<file path="src/rtl/core/tdc_pkg.sv">
`default_nettype none

package tdc_pkg;

    localparam int TDC_QUEUE_DEPTH = 2;
    localparam int CFG_ADDR_W      = 4;
    localparam int CFG_DATA_W      = 32;
    localparam int WIN_W           = 17;

    localparam logic [4:0] MAX_HOUR      = 5'd23;
    localparam logic [4:0] HOURS_PER_DAY = 5'd24;
    localparam logic [5:0] MAX_MIN       = 6'd59;
    localparam logic [5:0] MIN_PER_HOUR  = 6'd60;

    localparam logic [WIN_W-1:0] SEC_PER_HOUR = 17'd3600;
    localparam logic [WIN_W-1:0] SEC_PER_MIN  = 17'd60;

    localparam logic [WIN_W-1:0] RST_WIN_A_LOW   = 17'd64800;
    localparam logic [WIN_W-1:0] RST_WIN_A_HIGH  = 17'd72000;
    localparam logic [WIN_W-1:0] RST_WIN_B_START = 17'd79200;
    localparam logic [WIN_W-1:0] RST_WIN_B_END   = 17'd14400;

    localparam logic [1:0] REG_WIN_A_LOW   = 2'd0;
    localparam logic [1:0] REG_WIN_A_HIGH  = 2'd1;
    localparam logic [1:0] REG_WIN_B_START = 2'd2;
    localparam logic [1:0] REG_WIN_B_END   = 2'd3;

    typedef enum logic [1:0] {
        REQ_TICK  = 2'd0,
        REQ_SET   = 2'd1,
        REQ_QUERY = 2'd2
    } t_req;

    typedef struct packed {
        logic [4:0] hour;
        logic [5:0] minute;
        logic [5:0] second;
    } t_hms;

    typedef struct packed {
        t_hms cur;
        t_hms other;
        logic sel;
    } t_job;

    typedef struct packed {
        logic [WIN_W-1:0] a_low;
        logic [WIN_W-1:0] a_high;
        logic [WIN_W-1:0] b_start;
        logic [WIN_W-1:0] b_end;
    } t_windows;

    typedef struct packed {
        t_hms cur;
        logic compare_true;
        t_hms diff;
        t_hms left;
        logic in_window_a;
        logic in_window_b;
    } t_result;

endpackage

`default_nettype wire

</file>
<file path="src/rtl/core/time_of_day_clock_compare_top.sv">
// Time-of-day counter with compare and window flags. Each request ticks the
// clock one second, sets the fields that are in range, or only queries; every
// request returns one result with the time after the step, a strict later or
// earlier flag, the absolute difference and the time left to midnight as h:m:s,
// and two window flags against the four APB window registers (byte addresses
// 0, 4, 8, 12). One request is taken every cycle while the queue is not full,
// with the time updated combinationally in the front end; a result passes
// through the queue and the output register, and a two-entry queue plus the
// output register absorb result-side stalls before the input side stops.
`default_nettype none

module time_of_day_clock_compare_top #(
    parameter int QUEUE_DEPTH = tdc_pkg::TDC_QUEUE_DEPTH
) (
    input  wire                              i_clk,
    input  wire                              i_rst_n,
    input  wire                              i_in_valid,
    output logic                             o_in_ready,
    input  wire  [1:0]                       i_req_type,
    input  wire  [4:0]                       i_hour_in,
    input  wire  [5:0]                       i_minute_in,
    input  wire  [5:0]                       i_second_in,
    input  wire                              i_compare_sel,
    output logic                             o_out_valid,
    input  wire                              i_out_ready,
    output logic [4:0]                       o_cur_hour,
    output logic [5:0]                       o_cur_minute,
    output logic [5:0]                       o_cur_second,
    output logic                             o_compare_true,
    output logic [4:0]                       o_diff_hour,
    output logic [5:0]                       o_diff_minute,
    output logic [5:0]                       o_diff_second,
    output logic [4:0]                       o_left_hour,
    output logic [5:0]                       o_left_minute,
    output logic [5:0]                       o_left_second,
    output logic                             o_in_window_a,
    output logic                             o_in_window_b,
    input  wire                              psel,
    input  wire                              penable,
    input  wire                              pwrite,
    input  wire  [tdc_pkg::CFG_ADDR_W-1:0]   paddr,
    input  wire  [tdc_pkg::CFG_DATA_W-1:0]   pwdata,
    output logic [tdc_pkg::CFG_DATA_W-1:0]   prdata,
    output logic                             pready
);
    import tdc_pkg::*;

    t_windows r_win;
    t_job     w_push_job, w_q_job;
    t_result  w_result;
    logic     w_push, w_q_full, w_q_valid, w_pop;
    logic     w_cfg_wr;
    logic [1:0] w_reg_idx;

    assign pready    = 1'b1;
    assign w_cfg_wr  = psel && penable && pwrite && pready;
    assign w_reg_idx = paddr[3:2];

    always_ff @(posedge i_clk) begin
        if (!i_rst_n) begin
            r_win.a_low   <= RST_WIN_A_LOW;
            r_win.a_high  <= RST_WIN_A_HIGH;
            r_win.b_start <= RST_WIN_B_START;
            r_win.b_end   <= RST_WIN_B_END;
        end else if (w_cfg_wr) begin
            unique case (w_reg_idx)
                REG_WIN_A_LOW:   r_win.a_low   <= pwdata[WIN_W-1:0];
                REG_WIN_A_HIGH:  r_win.a_high  <= pwdata[WIN_W-1:0];
                REG_WIN_B_START: r_win.b_start <= pwdata[WIN_W-1:0];
                REG_WIN_B_END:   r_win.b_end   <= pwdata[WIN_W-1:0];
                default: begin
                end
            endcase
        end
    end

    always_comb begin
        unique case (w_reg_idx)
            REG_WIN_A_LOW:   prdata = CFG_DATA_W'(r_win.a_low);
            REG_WIN_A_HIGH:  prdata = CFG_DATA_W'(r_win.a_high);
            REG_WIN_B_START: prdata = CFG_DATA_W'(r_win.b_start);
            REG_WIN_B_END:   prdata = CFG_DATA_W'(r_win.b_end);
            default:         prdata = '0;
        endcase
    end

    tdc_front u_front (
        .i_clk         (i_clk),
        .i_rst_n       (i_rst_n),
        .i_in_valid    (i_in_valid),
        .o_in_ready    (o_in_ready),
        .i_req_type    (i_req_type),
        .i_hour_in     (i_hour_in),
        .i_minute_in   (i_minute_in),
        .i_second_in   (i_second_in),
        .i_compare_sel (i_compare_sel),
        .i_q_full      (w_q_full),
        .o_push        (w_push),
        .o_job         (w_push_job)
    );

    tdc_queue #(
        .DEPTH (QUEUE_DEPTH)
    ) u_queue (
        .i_clk   (i_clk),
        .i_rst_n (i_rst_n),
        .i_push  (w_push),
        .i_job   (w_push_job),
        .o_full  (w_q_full),
        .i_pop   (w_pop),
        .o_valid (w_q_valid),
        .o_job   (w_q_job)
    );

    tdc_back u_back (
        .i_clk       (i_clk),
        .i_rst_n     (i_rst_n),
        .i_q_valid   (w_q_valid),
        .i_job       (w_q_job),
        .o_pop       (w_pop),
        .i_win       (r_win),
        .o_out_valid (o_out_valid),
        .i_out_ready (i_out_ready),
        .o_result    (w_result)
    );

    assign o_cur_hour     = w_result.cur.hour;
    assign o_cur_minute   = w_result.cur.minute;
    assign o_cur_second   = w_result.cur.second;
    assign o_compare_true = w_result.compare_true;
    assign o_diff_hour    = w_result.diff.hour;
    assign o_diff_minute  = w_result.diff.minute;
    assign o_diff_second  = w_result.diff.second;
    assign o_left_hour    = w_result.left.hour;
    assign o_left_minute  = w_result.left.minute;
    assign o_left_second  = w_result.left.second;
    assign o_in_window_a  = w_result.in_window_a;
    assign o_in_window_b  = w_result.in_window_b;

endmodule

`default_nettype wire

</file>
<file path="src/rtl/core/tdc_front.sv">
`default_nettype none

module tdc_front (
    input  wire               i_clk,
    input  wire               i_rst_n,
    input  wire               i_in_valid,
    output logic              o_in_ready,
    input  wire  [1:0]        i_req_type,
    input  wire  [4:0]        i_hour_in,
    input  wire  [5:0]        i_minute_in,
    input  wire  [5:0]        i_second_in,
    input  wire               i_compare_sel,
    input  wire               i_q_full,
    output logic              o_push,
    output tdc_pkg::t_job     o_job
);
    import tdc_pkg::*;

    logic [4:0] r_hour, n_hour;
    logic [5:0] r_minute, n_minute;
    logic [5:0] r_second, n_second;
    logic       w_push;

    always_comb begin
        n_hour   = r_hour;
        n_minute = r_minute;
        n_second = r_second;
        unique case (t_req'(i_req_type))
            REQ_TICK: begin
                if (r_second == MAX_MIN) begin
                    n_second = '0;
                    if (r_minute == MAX_MIN) begin
                        n_minute = '0;
                        n_hour   = (r_hour == MAX_HOUR) ? '0 : r_hour + 5'd1;
                    end else begin
                        n_minute = r_minute + 6'd1;
                    end
                end else begin
                    n_second = r_second + 6'd1;
                end
            end
            REQ_SET: begin
                if (i_hour_in <= MAX_HOUR) n_hour = i_hour_in;
                if (i_minute_in <= MAX_MIN) n_minute = i_minute_in;
                if (i_second_in <= MAX_MIN) n_second = i_second_in;
            end
            default: begin
            end
        endcase
    end

    assign w_push     = i_in_valid && !i_q_full;
    assign o_push     = w_push;
    assign o_in_ready = !i_q_full;

    always_comb begin
        o_job.cur.hour     = n_hour;
        o_job.cur.minute   = n_minute;
        o_job.cur.second   = n_second;
        o_job.other.hour   = (i_hour_in <= MAX_HOUR) ? i_hour_in : '0;
        o_job.other.minute = (i_minute_in <= MAX_MIN) ? i_minute_in : '0;
        o_job.other.second = (i_second_in <= MAX_MIN) ? i_second_in : '0;
        o_job.sel          = i_compare_sel;
    end

    always_ff @(posedge i_clk) begin
        if (!i_rst_n) begin
            r_hour   <= '0;
            r_minute <= '0;
            r_second <= '0;
        end else if (w_push) begin
            r_hour   <= n_hour;
            r_minute <= n_minute;
            r_second <= n_second;
        end
    end

endmodule

`default_nettype wire

</file>
<file path="src/rtl/core/tdc_queue.sv">
`default_nettype none

module tdc_queue #(
    parameter int DEPTH = tdc_pkg::TDC_QUEUE_DEPTH
) (
    input  wire               i_clk,
    input  wire               i_rst_n,
    input  wire               i_push,
    input  tdc_pkg::t_job     i_job,
    output logic              o_full,
    input  wire               i_pop,
    output logic              o_valid,
    output tdc_pkg::t_job     o_job
);
    import tdc_pkg::*;

    localparam int PTR_W = (DEPTH > 1) ? $clog2(DEPTH) : 1;
    localparam int CNT_W = $clog2(DEPTH + 1);

    t_job             r_mem [DEPTH];
    logic [PTR_W-1:0] r_wptr, n_wptr;
    logic [PTR_W-1:0] r_rptr, n_rptr;
    logic [CNT_W-1:0] r_count;

    assign o_full  = (r_count == CNT_W'(DEPTH));
    assign o_valid = (r_count != '0);
    assign o_job   = r_mem[r_rptr];

    assign n_wptr = (r_wptr == PTR_W'(DEPTH - 1)) ? '0 : r_wptr + 1'b1;
    assign n_rptr = (r_rptr == PTR_W'(DEPTH - 1)) ? '0 : r_rptr + 1'b1;

    always_ff @(posedge i_clk) begin
        if (i_push) begin
            r_mem[r_wptr] <= i_job;
        end
    end

    always_ff @(posedge i_clk) begin
        if (!i_rst_n) begin
            r_wptr  <= '0;
            r_rptr  <= '0;
            r_count <= '0;
        end else begin
            if (i_push) r_wptr <= n_wptr;
            if (i_pop) r_rptr <= n_rptr;
            if (i_push && !i_pop) begin
                r_count <= r_count + 1'b1;
            end else if (i_pop && !i_push) begin
                r_count <= r_count - 1'b1;
            end
        end
    end

endmodule

`default_nettype wire

</file>
<file path="src/rtl/core/tdc_back.sv">
`default_nettype none

module tdc_back (
    input  wire                 i_clk,
    input  wire                 i_rst_n,
    input  wire                 i_q_valid,
    input  tdc_pkg::t_job       i_job,
    output logic                o_pop,
    input  tdc_pkg::t_windows   i_win,
    output logic                o_out_valid,
    input  wire                 i_out_ready,
    output tdc_pkg::t_result    o_result
);
    import tdc_pkg::*;

    // a minus b on h:m:s fields with borrow, a not below b
    function automatic t_hms sub_hms(input t_hms a, input t_hms b);
        t_hms       r;
        logic [6:0] s_raw;
        logic [6:0] m_raw;
        s_raw    = {1'b0, a.second} - {1'b0, b.second};
        r.second = s_raw[6] ? s_raw[5:0] + MIN_PER_HOUR : s_raw[5:0];
        m_raw    = {1'b0, a.minute} - {1'b0, b.minute} - {6'd0, s_raw[6]};
        r.minute = m_raw[6] ? m_raw[5:0] + MIN_PER_HOUR : m_raw[5:0];
        r.hour   = a.hour - b.hour - {4'd0, m_raw[6]};
        return r;
    endfunction

    function automatic logic [WIN_W-1:0] to_sec(input t_hms t);
        return WIN_W'(t.hour) * SEC_PER_HOUR + WIN_W'(t.minute) * SEC_PER_MIN
             + WIN_W'(t.second);
    endfunction

    t_result          r_result, n_result;
    logic             r_valid;
    logic             w_pop;
    logic             w_gt, w_lt, w_zero;
    logic [WIN_W-1:0] w_cur_sec;
    t_hms             w_midnight;

    assign w_pop       = i_q_valid && (!r_valid || i_out_ready);
    assign o_pop       = w_pop;
    assign o_out_valid = r_valid;
    assign o_result    = r_result;

    always_comb begin
        w_midnight.hour   = HOURS_PER_DAY;
        w_midnight.minute = '0;
        w_midnight.second = '0;
        w_gt      = (i_job.cur > i_job.other);
        w_lt      = (i_job.cur < i_job.other);
        w_zero    = (i_job.cur == '0);
        w_cur_sec = to_sec(i_job.cur);

        n_result.cur          = i_job.cur;
        n_result.compare_true = i_job.sel ? w_lt : w_gt;
        n_result.diff         = w_lt ? sub_hms(i_job.other, i_job.cur)
                                     : sub_hms(i_job.cur, i_job.other);
        n_result.left         = w_zero ? '0 : sub_hms(w_midnight, i_job.cur);
        n_result.in_window_a  = (w_cur_sec >= i_win.a_low) && (w_cur_sec <= i_win.a_high);
        n_result.in_window_b  = (w_cur_sec >= i_win.b_start) || (w_cur_sec < i_win.b_end);
    end

    always_ff @(posedge i_clk) begin
        if (!i_rst_n) begin
            r_valid <= 1'b0;
        end else if (w_pop) begin
            r_valid <= 1'b1;
        end else if (i_out_ready) begin
            r_valid <= 1'b0;
        end
    end

    always_ff @(posedge i_clk) begin
        if (w_pop) begin
            r_result <= n_result;
        end
    end

endmodule

`default_nettype wire

</file>
<file path="config.mk">
export PLATFORM = sky130hd
export DESIGN_NAME = time_of_day_clock_compare_top
export DESIGN_NICKNAME = d
export VERILOG_FILES = /design/src/rtl/core/tdc_pkg.sv /design/src/rtl/core/time_of_day_clock_compare_top.sv /design/src/rtl/core/tdc_front.sv /design/src/rtl/core/tdc_queue.sv /design/src/rtl/core/tdc_back.sv
export SDC_FILE = /design/constraint.sdc
export NUM_CORES = 1
export LEC_CHECK = 0
export BUFFER_PORTS_ARGS = -buffer_cell sky130_fd_sc_hd__buf_2
export CORE_ASPECT_RATIO = 0.7
export CORE_MARGIN = 4
export CORE_UTILIZATION = 60
export CTS_CLUSTER_SIZE = 20
export DETAILED_ROUTE_END_ITERATION = 10
export PLACE_DENSITY = 0.91
export SLEW_MARGIN = 40
export SYNTH_ARGS = -nofsm -noshare
export SYNTH_HDL_FRONTEND = slang
export SYNTH_SLANG_ARGS = --single-unit
</file>
<file path="constraint.sdc">
create_clock -name i_clk -period 7.7 [get_ports i_clk]
set_input_delay 0.77 -clock i_clk [delete_from_list [all_inputs] [get_ports i_clk]]
set_output_delay 0.77 -clock i_clk [all_outputs]
set_load 0.03 [all_outputs]
</file>
Word level (Yosys, flattened, before mapping)
Memory sizes are Yosys's and may differ from the RTL's. A register that Yosys moved wholly into a read port is not among the register bits.
Index checks and enable logic that the tools add are counted.
{"block": "op_classes", "add_sub_neg": 30, "multipliers": 2, "n_div": 0, "order_cmp": 9, "n_eq_ne": 8, "shift": 0, "mux": 34, "n_bitwise": 0, "n_reduce_logical": 23}
{"cell": "$pmux W32 S4", "count": 1}
{"cell": "$mux W6", "count": 13}
{"cell": "$add A6 B6 Y6 const B", "count": 6}
{"cell": "$ge A17 B17 Y1", "count": 2}
{"cell": "$lt A17 B17 Y1", "count": 2}
{"cell": "$sub A6 B6 Y7", "count": 4}
{"cell": "$mux W5", "count": 5}
{"cell": "$pmux W6 S2", "count": 2}
{"cell": "$sub A7 B1 Y7", "count": 3}
{"cell": "$add A17 B12 Y17", "count": 1}
{"cell": "$add A17 B6 Y17", "count": 1}
{"cell": "$gt A17 B17 Y1", "count": 1}
{"cell": "$le A17 B17 Y1", "count": 1}
{"cell": "$logic_not A17 Y1", "count": 1}
{"cell": "$mux W17", "count": 1}
{"cell": "$sub A5 B1 Y5", "count": 3}
{"cell": "$sub A1 B6 Y7 const A", "count": 2}
{"cell": "$mul A5 B8 Y13 const B", "count": 1}
{"cell": "$add A6 B1 Y6 const B", "count": 2}
{"cell": "$eq A6 B6 Y1 const B", "count": 2}
{"cell": "$le A6 B6 Y1 const B", "count": 2}
{"cell": "$mul A6 B4 Y10 const B", "count": 1}
{"cell": "$pmux W5 S2", "count": 1}
{"cell": "$sub A5 B5 Y5", "count": 2}
{"cell": "17 further kinds", "count": 46}
{"block": "word_totals", "register_bits": 144, "latchBits": 0, "mem_bits_rw": 70, "rom_bits": 0, "in_bits": 63, "output_inout_bits": 89, "wordCells": 130, "mem_count": 1}
{"name": "u_queue.r_mem", "words": 2, "word_bits": 35, "read_ports": 1, "rd_clocked_by_memory_dff": 1, "wr": 1, "line_no": "tdc_queue.sv:20", "rtl": "t_job r_mem [DEPTH];"}

Depth between registers and ports, before layout
{"block": "logic_depth", "word_depth": 7, "ltp_mapped": 30, "ltp_nobuf": 27}

Cells and area by module
Synthesis repeated with hierarchy kept, for this count alone.
{"block": "unflattened", "cells_unflattened": 1506, "area_unflattened_um2": 15498.6}
{"mod": "tdc_back", "instances": 1, "cells_per_inst": 831, "area_each_um2": 7900.1, "seq_area_each_um2": 1641.6}
{"mod": "time_of_day_clock_compare_top", "instances": 1, "cells_per_inst": 301, "area_each_um2": 3124.2, "seq_area_each_um2": 1361.3}
{"mod": "tdc_queue", "instances": 1, "cells_per_inst": 131, "area_each_um2": 2756.4, "seq_area_each_um2": 2202.1}
{"mod": "tdc_front", "instances": 1, "cells_per_inst": 243, "area_each_um2": 1717.9, "seq_area_each_um2": 340.3}

Worst setup path after synthesis
OpenSTA, ideal clock, no wires.
{"block": "synth_path", "path_type": "reg2reg", "from": "register with a tool-made name", "to": "register u_back.r_result, in the netlist u_back.o_result[1] (data pin)", "setup_time_ns": 0.180, "t_arrival_ns": 6.708, "required_time_ns": 7.520, "path_slack_ns": 0.812, "path_stages_with_launch": 29, "n_path_buf": 3, "period_less_slack_ns": 6.888, "cell_sequence": "dfxtp_1 -> buf_6 -> buf_6 -> buf_2 -> mux2i_1 -> inv_1 -> fa_1 -> fa_1 -> ha_1 -> a21o_1 -> a21oi_1 -> nand2b_1 -> a21oi_1 -> nor2_1 -> xnor2_1 -> ha_1 -> ha_1 -> a211oi_1 -> o211ai_1 -> nand3_1 -> a211o_1 -> nor2_1 -> xor2_1 -> ha_1 -> a21o_1 -> a21o_1 -> a21oi_1 -> or3b_2 -> a221oi_1"}
{"item": "to (signal assigned)", "line_no": "tdc_back.sv:76", "rtl": "r_result <= n_result;"}
{"item": "to (decl)", "line_no": "tdc_back.sv:34", "rtl": "t_result r_result, n_result;"}

==> flow_metrics.env <==
export IMPL_vias=11664
export IMPL_finalSetupTns_ns=0
export IMPL_grt_pass1_wl_um=59600
export IMPL_initial_core_util=0.617
export IMPL_cts_resized=0
export IMPL_grt_overflow=0
export IMPL_avgRoutedWirePerCell_um=19.3
export IMPL_numCtsBuffers=22
export IMPL_crit_top_cell="ha_1"
export IMPL_synth_top_area_share=0.252
export IMPL_drtIter0Drc=1357
export IMPL_crit_required_ns=8.04
export IMPL_fin_worst_skew_ns=0.0172
export IMPL_cts_buffer_depth=3
export IMPL_finalSetupViolCount=0
export IMPL_ys_warn_count=0
export IMPL_numPortBuffers=118
export IMPL_dieWidth_um=196
export IMPL_fin_crit_ns=7.18
export IMPL_fmax_ghz=0.139
export IMPL_path_class="reg -> reg"
export IMPL_synthCells=1494
export IMPL_core_sq_um=23900
export IMPL_tightest_slew_ns=0.774
export IMPL_endpoint_kind="register"
export IMPL_yosysUniqueCellTypes=79
export IMPL_yosysMostFrequentCell="ha_1"
export IMPL_min_path_cells=1
export IMPL_drc=0
export IMPL_first_global_vias=11086
export IMPL_diodes=0
export IMPL_synth_seq_cells=215
export IMPL_cts_hold_buf=0
export IMPL_drv_cap=0
export IMPL_cts_tree="done"
export IMPL_clk_latency_ns=0.53
export IMPL_met3_usage=0.0445
export IMPL_synth_edf_count=124
export IMPL_ant_nets=0
export IMPL_cp_arrival_ns=7.52
export IMPL_cts_sinks=215
export IMPL_hp_start="i_compare_sel"
export IMPL_synth_area_sq_um=14800
export IMPL_die_area_sq_um=27200
export IMPL_ff2ff_setup_slack_ns=0.52
export IMPL_max_slew_margin=0.469
export IMPL_synth_top_flop_cell="edfxtp_1"
export IMPL_nets=1877
export IMPL_status="finished clean"
export IMPL_max_stage_delay_ns=0.66
export IMPL_hold_class="in -> reg"
export IMPL_crit_fanout=7
export IMPL_async_flop_share=0
export IMPL_syn_to_final_growth_pct=10.7
export IMPL_hold_path_endpoint="u_queue.r_mem[0][0]"
export IMPL_hold_violations=0
export IMPL_fin_hold_ws_ns=0.432
export IMPL_netlist_top_cells_count="185 x ha_1, 171 x nand2_1, 156 x inv_1"
export IMPL_met2_usage=0.406
export IMPL_post_cts_buffers=0
export IMPL_clk_pin_slew_worst_paths_ns=0.07
export IMPL_antenna_found_initial=1
export IMPL_drive_gt1_frac=0.140
export IMPL_fp_dieH_um=139
export IMPL_dp_hpwl_um=27800
export IMPL_worst_setup_path_start_kind="register"
export IMPL_yosysTopAreaCell="edfxtp_1"
export IMPL_rsz0062_at_grt="no"
export IMPL_grt_max_degree=57
export IMPL_ff2ff_path_depth=25
export IMPL_root_buffer="clkbuf_16"
export IMPL_io_pins=152
export IMPL_totalWireLength_um=37400
export IMPL_ys_seq_area_frac=0.375
export IMPL_fillerInstances=1714
export IMPL_period_share=0.932
export IMPL_gp_congestion=0.952
export IMPL_avgSynthCellArea_sq_um=9.89
export IMPL_busiest_layer="met2"
export IMPL_via_per_inst=6.02
export IMPL_gr_usage_all_layers=0.268
export IMPL_grt_use_met1=0.406
export IMPL_regToRegEndpoint="u_back.o_result[1]"
export IMPL_netlist_top_cells_area="edfxtp_1 25%, ha_1 16%, dfxtp_1 12%, nand2_1 4.3%, a21oi_1 4.0%"
export IMPL_drv_slew=0
export IMPL_htree_levels=1
export IMPL_num_rows=47
export IMPL_slowest_stage="fa_1"
export IMPL_drtPass1Iterations=7
metal layers:
layer / up-vias / part of all wire
met2: 619 / 0.44
met5: - / 0.00021
met3: 86 / 0.094
li1: 5438 / -
met1: 5519 / 0.45
met4: 2 / 0.023
worst max-delay path: cells and delay by family, from the launching register on:
kind,cells,cell delay (ns)
XOR/XNOR,2,0.53
AO/OA/AOI/OAI,10,1.86
AND/OR/NAND/NOR,5,1.08
buffers and inverters,1,0.32
adder cells (fa/ha/maj),6,2.34
multiplexers,1,0.39
flip-flops,1,0.45
layout by cell type (no fill, tap or decap), types with 13 or more instances in the layout:
cell type  Yosys  layout
ha_1         185     185
nand2_1      171     171
inv_1        156     156
edfxtp_1     124     124
buf_2          7     118
a21oi_1      117     117
dfxtp_1       91      90
nor2_1        77      75
xnor2_1       47      47
o21ai_0       46      46
mux2i_1       43      42
o211ai_1      31      31
a21o_1        27      27
fa_1          27      27
xor2_1        25      25
clkbuf_16      0      22
nor2b_1       21      21
nand2b_1      19      19
nand4_1       18      18
and2_1        18      17
mux4_2        17      17
nand3_1       16      16
conb_1         2      16
nor3_1        15      14
buf_4         18      14
a211oi_1      13      13
sequential cells by signal (all words and copies together) (netlist names), named ones only:
signal	flops
u_queue.r_rptr	1
u_front.r_hour	5
u_back.o_out_valid	1
u_queue.r_mem	70
u_front.r_minute	6
u_front.r_second	6
u_queue.r_wptr	1
r_win	68
u_back.o_result	54
u_queue.r_count	2
kinds of logic (layout without fill, tap and decap cells):
family	after synthesis	after routing	synth area share
and+or+nand+nor	407	407	0.135
DFF	215	215	0.375
adders and majority gates	212	212	0.193
buffers and inverters	224	334	0.0636
other	2	16	0.000508
AOI/OAI and AO/OA	293	293	0.127
xor gates and xnor gates	72	72	0.0427
muxes	69	69	0.0629
worst max-delay path by stage:
stage | end | slack (ns)
2_1_floorplan | u_back.o_result[1] | 0.81
3_3_place_gp | u_back.o_result[1] | 1.01
3_5_place_dp | u_back.o_result[1] | 0.88
4_1_cts | u_back.o_result[1] | 0.67
5_1_grt | u_back.o_result[1] | 0.25
6_report | u_back.o_result[1] | 0.52
metrics by stage:
stage | std cells | utilization | setup WS (ns) | area (sq um)
finish | 1936 | 0.683 | 0.523 | 16300
global route | 1936 | 0.683 | 0.255 | 16300
CTS | 1936 | 0.683 | 0.672 | 16300
detailed placement | 1896 | 0.652 | 0.884 | 15600
global placement | 1896 | 0.652 | 1.01 | 15600
floorplan | 1508 | - | 0.812 | 14800
area by class of cell:
type / count / area (sq um) / share of cell area
timing repair buffer: 132 / 696 / 0.0426
clock buffer: 26 / 586 / 0.0358
tap: 318 / 398 / 0.0243
sequential: 215 / 5550 / 0.339
inverter: 162 / 608 / 0.0372
multi-input combinational: 1069 / 8360 / 0.511
clock inverter: 14 / 154 / 0.00942
Power is not shown: default switching activity piles up to over one toggle a cycle in this logic, so the estimate is an artifact.
